### src/rtl/bsl_pkg.sv
// ----------------------------------------------------------------------------
// bsl_pkg - shared types and constants of the bounded shifting list
// Command and status codes, sequencer states and fixed field widths.
// ----------------------------------------------------------------------------
package bsl_pkg;

    // fixed field widths
    localparam int CMD_W    = 4;
    localparam int POS_W    = 5;
    localparam int VAL_W    = 32;
    localparam int STAT_W   = 2;
    localparam int CNT_W    = 5;
    localparam int S_DATA_W = 48;
    localparam int M_DATA_W = 48;

    typedef enum logic [CMD_W-1:0] {
        CMD_INSERT_AT    = 4'd0,
        CMD_INSERT_FRONT = 4'd1,
        CMD_APPEND       = 4'd2,
        CMD_REMOVE_AT    = 4'd3,
        CMD_REMOVE_FRONT = 4'd4,
        CMD_REMOVE_BACK  = 4'd5,
        CMD_READ_AT      = 4'd6,
        CMD_READ_FRONT   = 4'd7,
        CMD_READ_BACK    = 4'd8,
        CMD_CLEAR        = 4'd9
    } bsl_cmd_t;

    typedef enum logic [STAT_W-1:0] {
        STAT_OK      = 2'd0,
        STAT_INVALID = 2'd1,
        STAT_FULL    = 2'd2
    } bsl_status_t;

    // what the accepted command does to the store
    typedef enum logic [1:0] {
        KIND_NONE,
        KIND_READ,
        KIND_INSERT,
        KIND_REMOVE
    } bsl_kind_t;

    typedef enum logic [2:0] {
        S_IDLE,
        S_SHIFT,
        S_DRAIN,
        S_FILL,
        S_RESP
    } bsl_state_t;

endpackage

### src/rtl/bsl_store.sv
// ----------------------------------------------------------------------------
// bsl_store - entry storage of the bounded shifting list
// One write port and one read port with registered read data.
// ----------------------------------------------------------------------------
module bsl_store #(
    parameter int DEPTH = 16,
    parameter int WIDTH = 32,
    parameter int AW    = 4
) (
    input  logic             aclk,
    input  logic             wr_en,
    input  logic [AW-1:0]    wr_addr,
    input  logic [WIDTH-1:0] wr_data,
    input  logic             rd_en,
    input  logic [AW-1:0]    rd_addr,
    output logic [WIDTH-1:0] rd_data
);

    logic [WIDTH-1:0] mem [DEPTH];
    logic [WIDTH-1:0] rd_data_reg;

    // write port
    always_ff @(posedge aclk) begin
        if (wr_en) begin
            mem[wr_addr] <= wr_data;
        end
    end

    // read port, data held until the next enabled read
    always_ff @(posedge aclk) begin
        if (rd_en) begin
            rd_data_reg <= mem[rd_addr];
        end
    end

    assign rd_data = rd_data_reg;

endmodule

### src/rtl/bounded_shifting_list_top.sv
// ----------------------------------------------------------------------------
// bounded_shifting_list_top - ordered list of up to CAPACITY entries
// Insert, remove, read and clear on a list kept in positions 0..count-1.
// ----------------------------------------------------------------------------
//  channel | dir | ports                        | contents
//  s_      | in  | s_tvalid s_tready s_tdata    | one command transaction
//  m_      | out | m_tvalid m_tready m_tdata    | one result transaction
//
//  Reads, clear and rejected commands go from acceptance through S_RESP to
//  the output register. Insert steps S_SHIFT, S_DRAIN, S_FILL, S_RESP, remove
//  S_SHIFT, S_DRAIN, S_RESP, both skipping S_SHIFT and S_DRAIN when nothing
//  moves; one entry moves per cycle through the single store port pair.
//  s_tready is high only while the sequencer idles.
//  A result waits in the output register; a stalled m_ side holds the
//  sequencer once the next result is ready. aresetn clears count and control.
// ----------------------------------------------------------------------------
module bounded_shifting_list_top
    import bsl_pkg::*;
#(
    parameter int CAPACITY    = 16,
    parameter int ENTRY_WIDTH = 32
) (
    input  logic                aclk,
    input  logic                aresetn,
    input  logic                s_tvalid,
    output logic                s_tready,
    // cmd[3:0], position[8:4], entry_value[40:9], zero fill
    input  logic [S_DATA_W-1:0] s_tdata,
    output logic                m_tvalid,
    input  logic                m_tready,
    // status[1:0], read_value[33:2], entry_count[38:34], is_empty[39],
    // is_full[40], zero fill
    output logic [M_DATA_W-1:0] m_tdata
);

    localparam int AW = (CAPACITY > 1) ? $clog2(CAPACITY) : 1;
    localparam logic [CNT_W-1:0] CAP_C = CNT_W'(CAPACITY);

    bsl_state_t state_reg, state_next;

    logic [CNT_W-1:0]       count_reg, count_next;
    bsl_status_t            status_reg, status_next;
    logic                   rd_ok_reg, rd_ok_next;
    logic                   up_reg, up_next;
    logic [AW-1:0]          ptr_reg, ptr_next;
    logic [AW-1:0]          end_reg, end_next;
    logic [AW-1:0]          pos_reg, pos_next;
    logic [AW-1:0]          waddr_reg, waddr_next;
    logic                   wpend_reg, wpend_next;
    logic [ENTRY_WIDTH-1:0] val_reg, val_next;
    logic                   m_tvalid_reg, m_tvalid_next;
    logic [M_DATA_W-1:0]    m_tdata_reg, m_tdata_next;

    // decode of the incoming command
    bsl_cmd_t         in_cmd;
    logic [POS_W-1:0] in_pos;
    logic [VAL_W-1:0] in_val;
    logic [63:0]      in_val_wide;
    bsl_status_t      dec_status;
    bsl_kind_t        dec_kind;
    logic [CNT_W-1:0] dec_count;
    logic [CNT_W-1:0] dec_pos;
    logic [CNT_W-1:0] dec_top;
    logic [CNT_W-1:0] last_idx;
    logic             is_full_now;
    logic             is_empty_now;

    logic             accept;
    logic             out_free;

    // store ports
    logic                   st_wr_en;
    logic [AW-1:0]          st_wr_addr;
    logic [ENTRY_WIDTH-1:0] st_wr_data;
    logic                   st_rd_en;
    logic [AW-1:0]          st_rd_addr;
    logic [ENTRY_WIDTH-1:0] st_rd_data;
    logic [63:0]            rd_wide;
    logic [VAL_W-1:0]       res_value;

    assign in_cmd      = bsl_cmd_t'(s_tdata[CMD_W-1:0]);
    assign in_pos      = s_tdata[CMD_W+POS_W-1:CMD_W];
    assign in_val      = s_tdata[CMD_W+POS_W+VAL_W-1:CMD_W+POS_W];
    assign in_val_wide = 64'(in_val);

    assign is_full_now  = (count_reg == CAP_C);
    assign is_empty_now = (count_reg == '0);
    assign last_idx     = CNT_W'(count_reg - CNT_W'(1));

    assign accept   = s_tvalid && s_tready;
    assign out_free = !m_tvalid_reg || m_tready;

    // command decode against the current count
    always_comb begin
        dec_status = STAT_OK;
        dec_kind   = KIND_NONE;
        dec_count  = count_reg;
        dec_pos    = '0;
        dec_top    = count_reg;
        unique case (in_cmd)
            CMD_INSERT_AT: begin
                dec_pos = in_pos;
                if (in_pos > count_reg) begin
                    dec_status = STAT_INVALID;
                end else if (is_full_now) begin
                    dec_status = STAT_FULL;
                end else begin
                    dec_kind  = KIND_INSERT;
                    dec_count = CNT_W'(count_reg + CNT_W'(1));
                end
            end
            CMD_INSERT_FRONT: begin
                // a full list drops its back entry first
                dec_kind = KIND_INSERT;
                if (is_full_now) begin
                    dec_top = last_idx;
                end else begin
                    dec_count = CNT_W'(count_reg + CNT_W'(1));
                end
            end
            CMD_APPEND: begin
                dec_pos = count_reg;
                if (is_full_now) begin
                    dec_status = STAT_FULL;
                end else begin
                    dec_kind  = KIND_INSERT;
                    dec_count = CNT_W'(count_reg + CNT_W'(1));
                end
            end
            CMD_REMOVE_AT: begin
                dec_pos = in_pos;
                if (in_pos >= count_reg) begin
                    dec_status = STAT_INVALID;
                end else begin
                    dec_kind  = KIND_REMOVE;
                    dec_count = last_idx;
                end
            end
            CMD_REMOVE_FRONT, CMD_REMOVE_BACK: begin
                dec_pos = (in_cmd == CMD_REMOVE_BACK) ? last_idx : '0;
                if (is_empty_now) begin
                    dec_status = STAT_INVALID;
                end else begin
                    dec_kind  = KIND_REMOVE;
                    dec_count = last_idx;
                end
            end
            CMD_READ_AT: begin
                dec_pos = in_pos;
                if (in_pos >= count_reg) begin
                    dec_status = STAT_INVALID;
                end else begin
                    dec_kind = KIND_READ;
                end
            end
            CMD_READ_FRONT, CMD_READ_BACK: begin
                dec_pos = (in_cmd == CMD_READ_BACK) ? last_idx : '0;
                if (is_empty_now) begin
                    dec_status = STAT_INVALID;
                end else begin
                    dec_kind = KIND_READ;
                end
            end
            CMD_CLEAR: begin
                dec_count = '0;
            end
            default: begin
                dec_status = STAT_INVALID;
            end
        endcase
    end

    // next state
    always_comb begin
        state_next = state_reg;
        unique case (state_reg)
            S_IDLE: begin
                if (accept) begin
                    if (dec_kind == KIND_INSERT) begin
                        state_next = (dec_top == dec_pos) ? S_FILL : S_SHIFT;
                    end else if (dec_kind == KIND_REMOVE) begin
                        state_next = (dec_pos == last_idx) ? S_RESP : S_SHIFT;
                    end else begin
                        state_next = S_RESP;
                    end
                end
            end
            S_SHIFT: begin
                if (ptr_reg == end_reg) begin
                    state_next = S_DRAIN;
                end
            end
            S_DRAIN: begin
                state_next = up_reg ? S_FILL : S_RESP;
            end
            S_FILL: begin
                state_next = S_RESP;
            end
            S_RESP: begin
                if (out_free) begin
                    state_next = S_IDLE;
                end
            end
            default: begin
                state_next = S_IDLE;
            end
        endcase
    end

    // sequencer outputs: handshake and store port control
    always_comb begin
        s_tready   = 1'b0;
        st_rd_en   = 1'b0;
        st_rd_addr = ptr_reg;
        st_wr_en   = wpend_reg;
        st_wr_addr = waddr_reg;
        st_wr_data = st_rd_data;
        unique case (state_reg)
            S_IDLE: begin
                s_tready   = 1'b1;
                st_rd_en   = accept && (dec_kind == KIND_READ);
                st_rd_addr = dec_pos[AW-1:0];
            end
            S_SHIFT: begin
                st_rd_en = 1'b1;
            end
            S_FILL: begin
                st_wr_en   = 1'b1;
                st_wr_addr = pos_reg;
                st_wr_data = val_reg;
            end
            S_DRAIN, S_RESP: begin
            end
            default: begin
            end
        endcase
    end

    // read result, widened or cut to the result field
    assign rd_wide   = 64'(st_rd_data);
    assign res_value = rd_ok_reg ? rd_wide[VAL_W-1:0] : '0;

    // datapath next values
    always_comb begin
        count_next    = count_reg;
        status_next   = status_reg;
        rd_ok_next    = rd_ok_reg;
        up_next       = up_reg;
        ptr_next      = ptr_reg;
        end_next      = end_reg;
        pos_next      = pos_reg;
        val_next      = val_reg;
        waddr_next    = waddr_reg;
        wpend_next    = 1'b0;
        m_tvalid_next = m_tvalid_reg && !m_tready;
        m_tdata_next  = m_tdata_reg;

        if (state_reg == S_IDLE && accept) begin
            count_next  = dec_count;
            status_next = dec_status;
            rd_ok_next  = (dec_kind == KIND_READ);
            up_next     = (dec_kind == KIND_INSERT);
            pos_next    = dec_pos[AW-1:0];
            val_next    = in_val_wide[ENTRY_WIDTH-1:0];
            if (dec_kind == KIND_INSERT) begin
                // move entries top-1 down to pos, each one place up
                ptr_next = AW'(dec_top - CNT_W'(1));
                end_next = dec_pos[AW-1:0];
            end else begin
                // move entries pos+1 up to last, each one place down
                ptr_next = AW'(dec_pos + CNT_W'(1));
                end_next = last_idx[AW-1:0];
            end
        end

        // one entry read per cycle, written back next cycle
        if (state_reg == S_SHIFT) begin
            wpend_next = 1'b1;
            waddr_next = up_reg ? AW'(ptr_reg + AW'(1)) : AW'(ptr_reg - AW'(1));
            ptr_next   = up_reg ? AW'(ptr_reg - AW'(1)) : AW'(ptr_reg + AW'(1));
        end

        // output register load
        if (state_reg == S_RESP && out_free) begin
            m_tvalid_next = 1'b1;
            m_tdata_next  = M_DATA_W'({(count_reg == CAP_C), (count_reg == '0),
                                       count_reg, res_value, status_reg});
        end
    end

    always_ff @(posedge aclk) begin
        if (!aresetn) begin
            state_reg    <= S_IDLE;
            count_reg    <= '0;
            wpend_reg    <= 1'b0;
            m_tvalid_reg <= 1'b0;
        end else begin
            state_reg    <= state_next;
            count_reg    <= count_next;
            wpend_reg    <= wpend_next;
            m_tvalid_reg <= m_tvalid_next;
        end
    end

    // payload registers
    always_ff @(posedge aclk) begin
        status_reg  <= status_next;
        rd_ok_reg   <= rd_ok_next;
        up_reg      <= up_next;
        ptr_reg     <= ptr_next;
        end_reg     <= end_next;
        pos_reg     <= pos_next;
        val_reg     <= val_next;
        waddr_reg   <= waddr_next;
        m_tdata_reg <= m_tdata_next;
    end

    assign m_tvalid = m_tvalid_reg;
    assign m_tdata  = m_tdata_reg;

    bsl_store #(
        .DEPTH (CAPACITY),
        .WIDTH (ENTRY_WIDTH),
        .AW    (AW)
    ) u_store (
        .aclk    (aclk),
        .wr_en   (st_wr_en),
        .wr_addr (st_wr_addr),
        .wr_data (st_wr_data),
        .rd_en   (st_rd_en),
        .rd_addr (st_rd_addr),
        .rd_data (st_rd_data)
    );

endmodule

### config.mk
export PLATFORM = sky130hd
export DESIGN_NAME = bounded_shifting_list_top
export DESIGN_NICKNAME = d
export VERILOG_FILES = /design/src/rtl/bsl_pkg.sv /design/src/rtl/bsl_store.sv /design/src/rtl/bounded_shifting_list_top.sv
export SDC_FILE = /design/constraint.sdc
export NUM_CORES = 1
export LEC_CHECK = 0
export BUFFER_PORTS_ARGS = -buffer_cell sky130_fd_sc_hd__buf_2
export CAP_MARGIN = 20
export CORE_MARGIN = 5
export CORE_UTILIZATION = 40
export CTS_BUF_LIST = sky130_fd_sc_hd__clkbuf_8
export CTS_CLUSTER_DIAMETER = 100
export DETAILED_ROUTE_END_ITERATION = 12
export PLACE_DENSITY = 0.54
export SYNTH_ARGS = -nofsm -noshare
export SYNTH_HDL_FRONTEND = slang
export SYNTH_SLANG_ARGS = --single-unit
### constraint.sdc
create_clock -name aclk -period 6.8 [get_ports aclk]
set_input_delay 0.34 -clock aclk [delete_from_list [all_inputs] [get_ports aclk]]
set_output_delay 0.34 -clock aclk [all_outputs]
set_load 0.05 [all_outputs]
# Yosys cells after proc, flatten, opt, wreduce, memory -nomap -nowiden
# Memory sizes are Yosys's and may differ from the RTL's. A register that Yosys moved wholly into a read port is not among the register bits.
# Cells that the tools add are included.
# totals
output_inout_bits	50
ram_bits	512
n_memories	1
input_bits	52
reg_bits	103
# mem_list
memory	depth	width	rd	rd_clocked_by_memory_dff	write_ports	line_no	text
u_store.mem	16	32	1	1	1	bsl_store.sv:19	logic [WIDTH-1:0] mem [DEPTH];
# classes
reduce_logical	22
n_eq_ne	26
order_cmp	2
addsub	6
mux	47
# ops
cell	n
$mux W5	8
$mux W32	1
$mux W4	8
$pmux W5 S5	1
$mux W3	7
$pmux W5 S4	1
$eq A4 B3 Y1 const B	4
$pmux W3 S5	1
$mux W2	7
$pmux W2 S7	1
$ne A2 B2 Y1 const B	6
$eq A5 B5 Y1	2
$mux W1	10
$pmux W2 S5	1
$reduce_or A2 Y1	5
$add A4 B1 Y4 const B	2
$eq A4 B2 Y1 const B	2
$eq A4 B4 Y1 const B	2
$sub A4 B1 Y4 const B	2
$eq A3 B2 Y1 const B	2
$add A5 B1 Y5 const B	1
$eq A5 B5 Y1 const B	1
$ge A5 B5 Y1	1
$gt A5 B5 Y1	1
20 further kinds	26

# Depth between registers and ports, before layout
# depth
depth_word	9
depth_mapped	13

# Hierarchy
# A second synthesis with hierarchy kept.
# hier_totals
hier_cells	1336
area_unflattened_um2	25943.6
# by_module_without_submodules
module	n_inst	cells_each	area_per_inst_um2
bsl_store	1	838	20155.6
bounded_shifting_list_top	1	498	5788.1

# Worst setup path before layout
# No wires, ideal clock.
# synth_timing
path_type	reg2reg
start	register state_reg[0]
end	memory u_store.mem[0][0] (enable)
slack_ps	3642
required_ps	6379
setup_ps	421
period_less_slack_ps	3158
stages_incl_launch_ff	7
t_arrival_ps	2737
cell_sequence	dfxtp_1 buf_2 nand3b_1 clkbuf_1 clkbuf_1 a31oi_1 nor2_1
# synth_between
elab_chain_len	4
# synth_rtl
item	line_no	text
start, declared	bounded_shifting_list_top.sv:39	bsl_state_t state_reg, state_next;
start signal, assigned	bounded_shifting_list_top.sv:298	state_reg <= state_next;
$eq A3 B2 Y1 (*)	bounded_shifting_list_top.sv:218	unique case (state_reg)
$mux W1	bounded_shifting_list_top.sv:218	
$mux W1	bsl_store.sv:24	if (wr_en) begin
$mux W1 (not written as such)	bsl_store.sv:25	mem[wr_addr] <= wr_data;
end, declared	bsl_store.sv:19	
# Every way passes the cells marked *; elsewhere a longest branch is shown, timed or not.

# Final worst setup path
# layout_timing
start	register count_reg[1]
end	register ptr_reg[1] (data pin)
# layout_lines
item	line_no	text
start, declared	bounded_shifting_list_top.sv:41	logic [CNT_W-1:0] count_reg, count_next;
start signal, assigned	bounded_shifting_list_top.sv:299	count_reg <= count_next;
$logic_not A5 Y1 (*)	bounded_shifting_list_top.sv:87	assign is_empty_now = (count_reg == '0);
net is_empty_now	bounded_shifting_list_top.sv:66	logic is_empty_now;
$mux W1 / $mux W2 (equally long branches)	bounded_shifting_list_top.sv:158, bounded_shifting_list_top.sv:141	
$pmux W2 S7 (*)	bounded_shifting_list_top.sv:100	unique case (in_cmd)
$eq A2 B2 Y1 (*)	bounded_shifting_list_top.sv:265	if (dec_kind == KIND_INSERT) begin
$mux W4 (*)	bounded_shifting_list_top.sv:265	
$mux W4 (*)	bounded_shifting_list_top.sv:258	if (state_reg == S_IDLE && accept) begin
$mux W4 (*)	bounded_shifting_list_top.sv:277	if (state_reg == S_SHIFT) begin
net ptr_next[1]	bounded_shifting_list_top.sv:45	logic [AW-1:0] ptr_reg, ptr_next;
end signal, assigned	bounded_shifting_list_top.sv:310	ptr_reg <= ptr_next;
end, declared	bounded_shifting_list_top.sv:45	
# Mark *: on every way through the listed nets, which the timed path passes. The rest lies on a longest branch. The select of a mux whose other input is x is not followed.
# A chain may end at the register's enable or synchronous reset.

==> impl_metrics.py <==
metrics = {
    "final_layout": {
        "synthToLayoutAreaGrowth_pct": 14.3,
        "final_util_pct": 45.9,
        "fin_cells": 2591,
        "finalNetCount": 1706,
        "largest_register_ffs": 512,
        "drive_above_1_share_pct": 25.0,
    },
    "floorplan": {
        "die_w_um": 266,
        "design.die.area_mm2": 0.0709,
        "start_util_pct": 40.2,
        "std_cell_rows": 94,
        "ios": 102,
        "die_y_um": 266,
        "core_area_mm2": 0.0654,
    },
    "synthesis": {
        "synthAdderAreaFrac_pct": 0.476,
        "ys.flop_type": "edfxtp_1",
        "yosysWarnings": 0,
        "synth_xor_xnor_area_share_pct": 0.634,
        "ys_ff_latch": 647,
        "ys_top_cells_by_count": "edfxtp_1, mux4_2, a211oi_1, a22oi_1, nand2_1",
        "synth_top_family_by_area": "multiplexers",
        "synth_top_area_share_pct": 72.8,
        "synthSimpleGateAreaFrac_pct": 5.11,
        "synthArstFlopShare_pct": 0,
        "synth_most_common_cell": "edfxtp_1",
        "syn_inst": 1470,
        "yosysSeqAreaShare_pct": 73.6,
        "synth.area.top_cells": "edfxtp_1, mux4_2, a211oi_1",
        "syn_avg_cell_area_um2": 17.9,
        "yosysTopAreaCell": "edfxtp_1",
        "synth-compound-area-share_pct": 6.81,
        "synthesis.area_mm2": 0.0263,
        "muxShareOfSynthArea_pct": 10.9,
        "synth_cell_type_count": 67,
        "synth_edf_count": 637,
    },
    "global_route": {
        "grtUsageTotal_pct": 18.0,
        "antenna_found_initial": 2,
        "grt_max_degree": 161,
        "grt_pass1_vias": 14800,
        "grt_pass1_wl_um": 95200,
        "grt-ovfl-total": 0,
    },
    "setup_path": {
        "critical_path_required_ps": 7240,
        "worst_ep_arrival_time_ps": 4420,
        "cp-start-kind": "flop",
        "slowest_delay_ps": 800,
        "cp_max_fo": 11,
        "crit_family": "simple AND/OR/NAND/NOR gates",
        "worst_r2r_endpoint": "ptr_reg[1]",
        "slowest_stage": "nor2b_1",
        "cp_cell_sequence": "inv_1, ha_1, nor3b_1, nand2_1, inv_1, o22a_1, nor2b_1, mux2i_1, mux2i_1",
        "reg2reg_slack_ps": 2820,
        "reg2reg_depth": 9,
        "path_buf_inv": 2,
        "worst_setup_path_end_kind": "flop",
        "reg2reg_from": "count_reg[1]",
        "worstSetupPathType": "flop to flop",
    },
    "cts": {
        "post_cts_resized": 0,
        "clk_pin_slew_ps": 70,
        "cts_tree": "yes",
        "cts_buffer_depth": 3,
        "cts-root-buf": "clkbuf_8",
        "clkSinkCount": 647,
        "numCtsBuffers": 104,
        "cts.htree.levels": 3,
        "clock_latency_ps": 700,
    },
    "timing": {
        "rsz0062_at_grt": "false",
        "min_period_over_period_pct": 58.5,
        "finalMaxSlewViolations": 0,
        "relSlewSlack_pct": 30.7,
        "fin_setup_tns_ps": 0,
        "tightest_slew_ps": 1040,
        "setup_viol": 0,
        "hold_viol_final": 0,
        "max_freq_ghz": 0.251,
        "finClkSkew_ps": 30.6,
        "setup_slack_ps": 2820,
        "layout_min_cycle_time_ps": 3980,
    },
    "place": {
        "place_ws_ps": 2610,
        "io_buffer_count": 87,
        "place_congestion": 0.843,
        "hpwl_um": 32400,
        "dp.cells": 2367,
    },
    "detailed_routing": {
        "avgViaCountPerCell": 5.50,
        "routed_wl_um": 64300,
        "drc": 0,
        "first_pass_iters": 7,
        "ant_nets": 0,
        "num_vias": 14300,
        "avgRoutedWirePerCell_um": 24.8,
        "drt_iter0_drc": 1315,
    },
    "run_status": {
        "status": "finished, final reports clean",
    },
    "min_path": {
        "hold_start": "s_tvalid",
        "hp-class": "input port to flop",
        "hold_end": "state_reg[2]",
        "whs_path_depth": 6,
    },
    "power_and_ir_drop": {
        "vdd_drop_max_uv": 152,
        "leakage_nw": 9.94,
        "power_density_mw_per_mm2": 305,
    },
    "flow_run": {
        "drv_cap": 0,
    },
}
[timing repair]
item | 4_1_cts | 5_1_grt
buffers inserted | 0 | 0
hold buffers | 34 | 0
hold endpoints to repair | 37 | 0
[tightest hold or removal path, stage by stage]
cell     delay, ps
buf_2           90
nor3_1          40
nor2_1         110
nand3_1        110
nand2_1         80
o31a_1         110
[final cells by class]
class	instances	area, µm²
inverters	41	155
clock inverters	83	443
repair buffers	156	1070
multi-input cells	694	6480
well taps	864	1080
flip-flops and latches	647	19300
diodes	1	2.50
clock buffers	105	1450
fillers	5725	35400
[layout by cell type, fill, tap and decap left out, drive strengths merged, types with 23 or more instances in the layout]
cell	Yosys	final
a211oi	83	83
a21oi	23	23
a22oi	52	52
and2	38	38
and3	34	34
buf	55	122
clkbuf	39	105
clkinv	1	48
dlygate4sd3	0	34
edfxtp	637	637
inv	40	73
mux2	49	49
mux4	96	96
nand2	53	53
nor2	48	48
o21ai	33	33
[cell families after synthesis]
group / after synthesis
flip-flops: 647
AO/OA/AOI/OAI: 250
buffers and inverters: 135
XOR/XNOR: 19
other: 1
AND/OR/NAND/NOR: 249
adder cells (fa/ha/maj): 10
multiplexers: 159
[worst max path at each step]
stage                 startpoint                  end  slack (ps)  cells after the start
CTS                 count_reg[0]  u_store.rd_data[13]        2860                      9
detailed placement    s_tdata[1]  u_store.rd_data[13]        2610                     10
global route        count_reg[0]   u_store.rd_data[7]        2610                     10
finish              count_reg[1]           ptr_reg[1]        2820                      9
global placement      s_tdata[1]  u_store.rd_data[13]        2630                     10
floorplan           state_reg[0]    u_store.mem[0][0]        3640                      6
[where the power goes]
part           total [mW]  leakage [nW]  internal, mW  switching, mW
Combinational        1.43          2.99         0.546          0.885
Clock                3.09          1.09          1.56           1.53
Sequential           4.62          5.86          4.57         0.0564
Total                9.14          9.94          6.67           2.47
[per-stage QoR]
stage / power [mW] / cell area, µm² / hold WS (ps)
6_report: 9.14 / 30000 / 229
5_1_grt: 9.58 / 30000 / 238
4_1_cts: 9.27 / 30000 / 161
3_5_place_dp: 6.15 / 27800 / 416
3_3_place_gp: 6.13 / 27800 / 404
2_1_floorplan: 5.73 / 26300 / 400
[layer usage]
metal  track usage, %  vias up  routed length, µm
li1                 -     6310                  -
met1             24.8     7433              28100
met2             29.9      422              31400
met3             2.88       91               3610
met4             5.15        0               1190
met5                0        -                  0
Power figures use the tool's default switching activity.
